--- config.mk ---
export PLATFORM = sky130hd
export DESIGN_NAME = q2e_isqrt
export DESIGN_NICKNAME = d
export VERILOG_FILES = /design/src/sv/q2e_pkg.sv /design/src/sv/q2e_isqrt.sv
export SDC_FILE = /design/constraint.sdc
export NUM_CORES = 2
export LEC_CHECK = 0
export BUFFER_PORTS_ARGS = -buffer_cell sky130_fd_sc_hd__buf_4
export CAP_MARGIN = 10
export CORE_MARGIN = 4
export CORE_UTILIZATION = 55
export CTS_CLUSTER_DIAMETER = 40
export CTS_CLUSTER_SIZE = 40
export DETAILED_ROUTE_END_ITERATION = 6
export GPL_TIMING_DRIVEN = 0
export PLACE_DENSITY = 0.71
export SETUP_SLACK_MARGIN = 0.3
export SLEW_MARGIN = 0
export SYNTH_ARGS = -nofsm -noshare
export SYNTH_HDL_FRONTEND = slang
export SYNTH_SLANG_ARGS = --single-unit
--- constraint.sdc ---
create_clock -name clk -period 4.2 [get_ports clk]
set_clock_uncertainty 0.1 [all_clocks]
set_input_delay 0.21 -clock clk [delete_from_list [all_inputs] [get_ports clk]]
set_output_delay 0.21 -clock clk [all_outputs]
set_load 0.05 [all_outputs]
--- src/sv/q2e_pkg.sv ---
// Package for the quaternion to Euler angle converter: widths, stage
// indexes, the CORDIC arctangent table and the term bundle. No dependencies.
package q2e_pkg;

  localparam int CORDIC_STEPS = 16;
  localparam int SQ_STEPS     = 29;
  localparam int TERM_W       = 38;
  localparam int S_W          = 30;
  localparam int RAD_W        = 57;
  localparam int RAD_PAD      = 2 * SQ_STEPS;
  localparam int ROOT_W       = SQ_STEPS;
  localparam int ACC_W        = 25;
  localparam int ANG_W        = 17;
  localparam int WRAP_W       = 18;

  // Stage indexes of the valid chain.
  localparam int ST_SQ0  = 4;
  localparam int ST_CPRE = ST_SQ0 + SQ_STEPS;
  localparam int ST_OUT  = ST_CPRE + CORDIC_STEPS + 1;
  localparam int NST     = ST_OUT + 1;

  localparam logic signed [TERM_W-1:0] ONE_Q28  = 38'sd268435456;
  localparam logic signed [TERM_W-1:0] S_LIMIT  = 38'sd268435456;
  localparam logic signed [59:0]       RAD_FULL = 60'sd72057594037927936;
  localparam logic signed [ACC_W-1:0]  DEG90    = 25'sd2949120;
  localparam logic signed [ACC_W-1:0]  ROUND_HALF = 25'sd128;
  localparam logic signed [WRAP_W-1:0] HALF_TURN = 18'sd23040;
  localparam logic signed [WRAP_W-1:0] FULL_TURN = 18'sd46080;
  localparam logic signed [WRAP_W-1:0] PITCH_LIMIT = 18'sd11520;

  // atan(2^-i) in 1/32768 degree, rounded to nearest.
  localparam logic signed [ACC_W-1:0] ATAN_TAB [24] = '{
    25'sd1474560, 25'sd870484, 25'sd459940, 25'sd233473,
    25'sd117189, 25'sd58652, 25'sd29333, 25'sd14667,
    25'sd7334, 25'sd3667, 25'sd1833, 25'sd917,
    25'sd458, 25'sd229, 25'sd115, 25'sd57,
    25'sd29, 25'sd14, 25'sd7, 25'sd4,
    25'sd2, 25'sd1, 25'sd0, 25'sd0
  };

  // Vector terms for roll and yaw plus the clamped pitch sine.
  typedef struct packed {
    logic signed [TERM_W-1:0] roll_y;
    logic signed [TERM_W-1:0] roll_x;
    logic signed [TERM_W-1:0] yaw_y;
    logic signed [TERM_W-1:0] yaw_x;
    logic signed [S_W-1:0]    sine;
  } term_t;

endpackage

--- src/sv/q2e_isqrt.sv ---
// Pipelined floor square root, one result bit per stage.
// Depends on q2e_pkg.
module q2e_isqrt (
  input  logic                           clk,
  input  logic [q2e_pkg::SQ_STEPS-1:0]   en,
  input  logic [q2e_pkg::RAD_W-1:0]      rad,
  output logic [q2e_pkg::ROOT_W-1:0]     root
);
  import q2e_pkg::*;

  logic [RAD_PAD-1:0] nq [SQ_STEPS];
  logic [ROOT_W-1:0]  rq [SQ_STEPS];
  logic [ROOT_W+1:0]  mq [SQ_STEPS];

  genvar k;
  for (k = 0; k < SQ_STEPS; k++) begin : g_step
    logic [RAD_PAD-1:0] n_in;
    logic [ROOT_W-1:0]  r_in;
    logic [ROOT_W+1:0]  m_in;
    logic [ROOT_W+1:0]  m_t;
    logic [ROOT_W+1:0]  trial;

    if (k == 0) begin : g_first
      assign n_in = RAD_PAD'(rad);
      assign r_in = '0;
      assign m_in = '0;
    end else begin : g_next
      assign n_in = nq[k-1];
      assign r_in = rq[k-1];
      assign m_in = mq[k-1];
    end

    // Bring down the next two radicand bits and try the next root bit.
    assign m_t   = {m_in[ROOT_W-1:0], n_in[RAD_PAD-1 -: 2]};
    assign trial = {r_in, 2'b01};

    always_ff @(posedge clk) begin
      if (en[k]) begin
        nq[k] <= n_in << 2;
        if (m_t >= trial) begin
          mq[k] <= m_t - trial;
          rq[k] <= {r_in[ROOT_W-2:0], 1'b1};
        end else begin
          mq[k] <= m_t;
          rq[k] <= {r_in[ROOT_W-2:0], 1'b0};
        end
      end
    end
  end

  assign root = rq[SQ_STEPS-1];

endmodule

### Yosys cells after proc, flatten, opt, wreduce, memory -nomap -nowiden

Memories as Yosys holds them, arrays and structs flattened.
Cells that the tools add are included.

| word-level totals | value |
|---|---|
| RAM bits | 3364 |
| memories | 3 |
| output and inout port bits | 29 |
| bits in registers | 0 |

Memory list:

| name | depth | width | read ports | clocked after Yosys merged registers in | wr ports | RTL line | text |
|---|---|---|---|---|---|---|---|
| nq | 29 | 56 | 28 | 0 | 29 | q2e_isqrt.sv:11 | `logic [RAD_PAD-1:0] nq [SQ_STEPS];` |
| mq | 29 | 31 | 28 | 0 | 29 | q2e_isqrt.sv:13 | `logic [ROOT_W+1:0] mq [SQ_STEPS];` |
| rq | 29 | 29 | 29 | 0 | 29 | q2e_isqrt.sv:12 | `logic [ROOT_W-1:0] rq [SQ_STEPS];` |

| operators by class | value |
|---|---|
| $lt $le $gt $ge | 29 |
| bitwise logic cells | 58 |
| multiplexer cells | 290 |
| add/sub/neg operators | 29 |

Operator list:

| operator | number |
|---|---|
| 31-bit two-way mux | 29 |
| 31-bit >= comparator | 28 |
| 31-bit subtractor | 28 |
| 29-bit two-way mux | 29 |
| 1-bit two-way mux | 232 |
| 1-bit OR | 58 |
| 1-bit by 1-bit subtractor with 2-bit output (second input constant) | 1 |
| 1-bit >= comparator (second input constant) | 1 |

### Longest topological paths before layout

An unclocked memory read counts as a cell.

| depth | value |
|---|---|
| word-level depth | 6 |
| gate-level depth with buffers | 14 |

### Worst setup path after synthesis

No wires, ideal clock.

| timing | value |
|---|---|
| path kind | register -> register |
| start point | mem mq[0][171] in the netlist's numbering |
| end point | mem mq[0][196] in the netlist's numbering (data pin) |
| path buffers | 0 |
| path slack | 0.650 ns |
| stages on the path, launching flop included | 10 |
| arrival time | 3.190 ns |
| cell sequence | edfxtp_1 or4_1 or3_4 or4_4 or3_4 or3_1 or2_4 o311ai_4 nor2_1 xor2_1 |

RTL lines:

| element | RTL line |
|---|---|
| start, declared | q2e_isqrt.sv:13 |

==> summary.md <==
| Metric | Value |
|---|---|
| Synth Area per Inst | `12.94 sq um` |
| Yosys warns | `0` |
| GRT overflow | `0` |
| R2r endpoint | `mq[1][210]$_DFFE_PP_` |
| Psw | `17,990 uW` |
| Post-Synthesis Cells | `7,250` |
| Die area | `177,300 sq um` |
| RSZ-0062 raised after global routing | `no` |
| Port Buf Inserts | `115` |
| Post-place setup slack | `-0.5493 ns` |
| Die Y | `421.1 microns` |
| Cells after DPL | `9,602` |
| Pin count of the biggest net entering global routing | `61` |
| Num CTS Buffers | `291` |
| Pwr/cell area | `583.8 nW/um^2` |
| Critical path launch point type | `flop` |
| Rows | `151` |
| Met1 Usage GRT | `31.10%` |
| 1st-pass router iterations | `6` |
| Clock slew at reported path FFs | `0.05 ns` |
| Crit path arrival time | `4.31 ns` |
| Final Routed Wirelength | `204,000 microns` |
| DR iter-0 viols | `4,754` |
| Vias in the first global route | `57,840` |
| Power Internal | `45,900 uW` |
| Synthesized cell area | `93,840 sq um` |
| Final Util | `64.58%` |
| Non-filler cells, final | `10,260` |
| IR drop worst, VDD | `0.0005118 V` |
| Post-synth top area cell | `edfxtp_1` |
| Post-synthesis register bit count | `2,014` |
| Count of cell types in the netlist | `89` |
| Setup crit end kind | `flop` |
| Reg2Reg Depth | `11` |
| CTS root buf | `clkbuf_16` |
| Fin worst setup slack | `0.4011 ns` |
| Period utilization | `90.45%` |
| DR vias | `58,270` |
| Initial Util | `55.37%` |
| Top cell type's share of synthesized area | `64.42%` |
| Main flop type after synthesis | `edfxtp_1` |
| Net Count, Synth | `7,802` |
| Initial antenna violation count | `4` |
| Crit path to | `mq[1][210]$_DFFE_PP_` |
| Later-pin clock latency in the skew report | `0.90 ns` |
| Core ar. | `169,500 sq um` |
| Die W | `421.1 microns` |
| Worst-path fanout max | `9` |
| Part of the power in registers | `42.5%` |
| Syn-to-layout area delta | `16.63%` |
| Status | `complete, no violations` |
| Post-synthesis sequential area ratio | `64.44%` |
| Slew Viols, Final | `0` |
| Worst hold slack | `0.1003 ns` |
| R2r setup slk | `0.40 ns` |
| Reg-to-Reg Start | `rq[1][145]$_DFFE_PP_` |
| Share of post-route cells with drive strength above 1 | `10.96%` |
| Gr busiest metal | `met2` |
| Pleak | `0.04224 uW` |
| Met3 usage in global routing | `3.820%` |
| Ys async rst share | `0%` |
| CTS tree | `yes` |
| EDFF count, synth | `2,013` |
| Combinational cell fraction of total power | `19.7%` |
| Switching share of power | `28.16%` |
| Post-route ant nets | `0` |
| Critical path class | `reg -> reg` |
| Total Nets Final | `8,380` |
| Residual DRC | `0` |
| GR Util All Layers | `22.67%` |
| FMAX | `263.2 MHz` |
| Clk buf depth | `4` |
| Clock power frac | `37.8%` |
| Total Power | `63,890 uW` |
| IO Pins | `116` |
| RD Place Congestion | `0.9129` |
| Max Cap Violations | `0` |
| Met2 usage | `37.38%` |
| Period minus WS final | `3.799 ns` |
| HP Class | `in -> reg` |
| DP Wirelength | `143,200 microns` |
| Critical Path RT | `4.72 ns` |
| CTS Sinks | `2,014` |
| CTS HTree Levels | `5` |
| Routed vias/inst | `5.677` |
| Endpoints failing setup | `0` |
| Global-route wire length before repair | `319,900 microns` |
| Hold violation count in the final report | `0` |
| Start point of the critical path | `rq[1][145]$_DFFE_PP_` |
| Routed length per instance | `19.88 microns` |
| Worst-Margin Slew | `0.9721 ns` |
| Synth area leaders | `edfxtp_1 64%, ha_1 6.2%, xnor2_1 3.1%` |
| Worst slew margin | `35.19%` |
## cell usage after synthesis, types with 24 or more instances
| cell | instances |
|---|---|
| nor3_1 | 169 |
| mux2_2 | 76 |
| or4_1 | 46 |
| nor2b_1 | 62 |
| o31ai_1 | 24 |
| or3_1 | 74 |
| xnor2_1 | 336 |
| and3_1 | 38 |
| nand2b_1 | 94 |
| inv_1 | 576 |
| nand2_1 | 487 |
| a31oi_1 | 42 |
| and2_1 | 41 |
| nand4_1 | 78 |
| edfxtp_1 | 2013 |
| xor2_1 | 288 |
| nand3_1 | 123 |
| a21o_1 | 179 |
| o21a_1 | 93 |
| ha_1 | 465 |
| clkbuf_1 | 154 |
| a211oi_1 | 43 |
| o21bai_1 | 33 |
| o21ai_0 | 397 |
| or2_2 | 42 |
| nor2_1 | 453 |
| a21oi_1 | 412 |
| nor4_1 | 78 |
## cells by family after synthesis
group / share of synthesized area, %
compound gates: 9.515
xor+xnor: 5.824
fa+ha+maj: 6.200
buf+inv: 2.969
flops: 64.44
mux: 0.9867
simple gates: 10.07
## worst max-delay path, stage by stage (launching register included)
cell	delay, ns
edfxtp_1	0.57
inv_1	0.09
ha_1	0.25
or3_1	0.34
o221ai_1	0.27
a21o_1	0.28
a211oi_2	0.14
o31ai_2	0.31
a21oi_2	0.14
or3b_2	0.66
o2111a_1	0.22
xor2_1	0.15
## registers in the layout, summed over array words and instances, names as in the netlist
| name | flops |
|---|---|
| rq | 435 |
| mq | 767 |
| nq | 812 |
## placed cells by master, fill, tap and decap left out, drive strengths merged, types with 150 or more instances in the layout
cell type | netlist | final
xnor2 | 336 | 336
nor2 | 453 | 453
buf | 9 | 150
clkbuf | 154 | 476
edfxtp | 2013 | 2013
o21ai | 398 | 398
ha | 465 | 465
xor2 | 288 | 288
a21o | 179 | 179
a21oi | 412 | 412
inv | 576 | 631
nand2 | 487 | 487
nor3 | 170 | 170
## how the worst min path moves through the flow
| stage | startpoint | end | slack, ns | cells after the start |
|---|---|---|---|---|
| after floorplan | rad[0] | nq[0][0]$_DFFE_PP_ | 0.21 | 0 |
| after CTS | en[27] | nq[1][671]$_DFFE_PP_ | 0.02 | 2 |
| final | en[27] | nq[1][671]$_DFFE_PP_ | 0.10 | 2 |
| after global routing | en[27] | nq[1][671]$_DFFE_PP_ | 0.08 | 2 |
| after global placement | rad[27] | nq[0][27]$_DFFE_PP_ | 0.29 | 1 |
| after detailed placement | rad[22] | nq[0][22]$_DFFE_PP_ | 0.29 | 1 |
## timing repair
action | 4_1_cts | 5_1_grt
setup buffers | 2 | 6
cloned | 0 | 0
pin swaps | 1 | 6
endpoints found under the hold margin | 1022 | 0
resized for setup | 54 | 77
setup endpoints to repair | 248 | 274
hold buffers | 144 | 0
## power groups by stage
stage | combinational [uW] | clock, uW | sequential [uW]
floorplan | 9220 | 0 | 26900
global placement | 11900 | 0 | 27500
detailed placement | 12100 | 0 | 27600
CTS | 12400 | 24600 | 27200
global route | 14000 | 25700 | 27400
finish | 12600 | 24200 | 27200
## cell type report
| type | instances | area [sq um] |
|---|---|---|
| Fill cell | 12340 | 60030 |
| Multi-Input combinational cell | 4496 | 30870 |
| Timing Repair Buffer | 286 | 2725 |
| Buffer | 162 | 725.7 |
| Inverter | 577 | 2170 |
| Antenna cell | 1 | 2.502 |
| Tap cell | 2218 | 2775 |
| Clock inverter | 188 | 2181 |
| Clock buffer | 322 | 7526 |
| Sequential cell | 2014 | 60470 |
## stage by stage
step,area [sq um],TNS [ns]
6_report,109400,0
4_1_cts,109200,0
3_3_place_gp,97480,-23.48
2_1_floorplan,93840,0
5_1_grt,109400,0
3_5_place_dp,97880,-20.02
## metal layers
metal,share of wire (%),wire length (microns)
met1,44,89440
met2,48,97670
met4,2.6,5270
met5,0,0
met3,5.7,11620
Note: power is estimated with default switching activity, not from simulation.
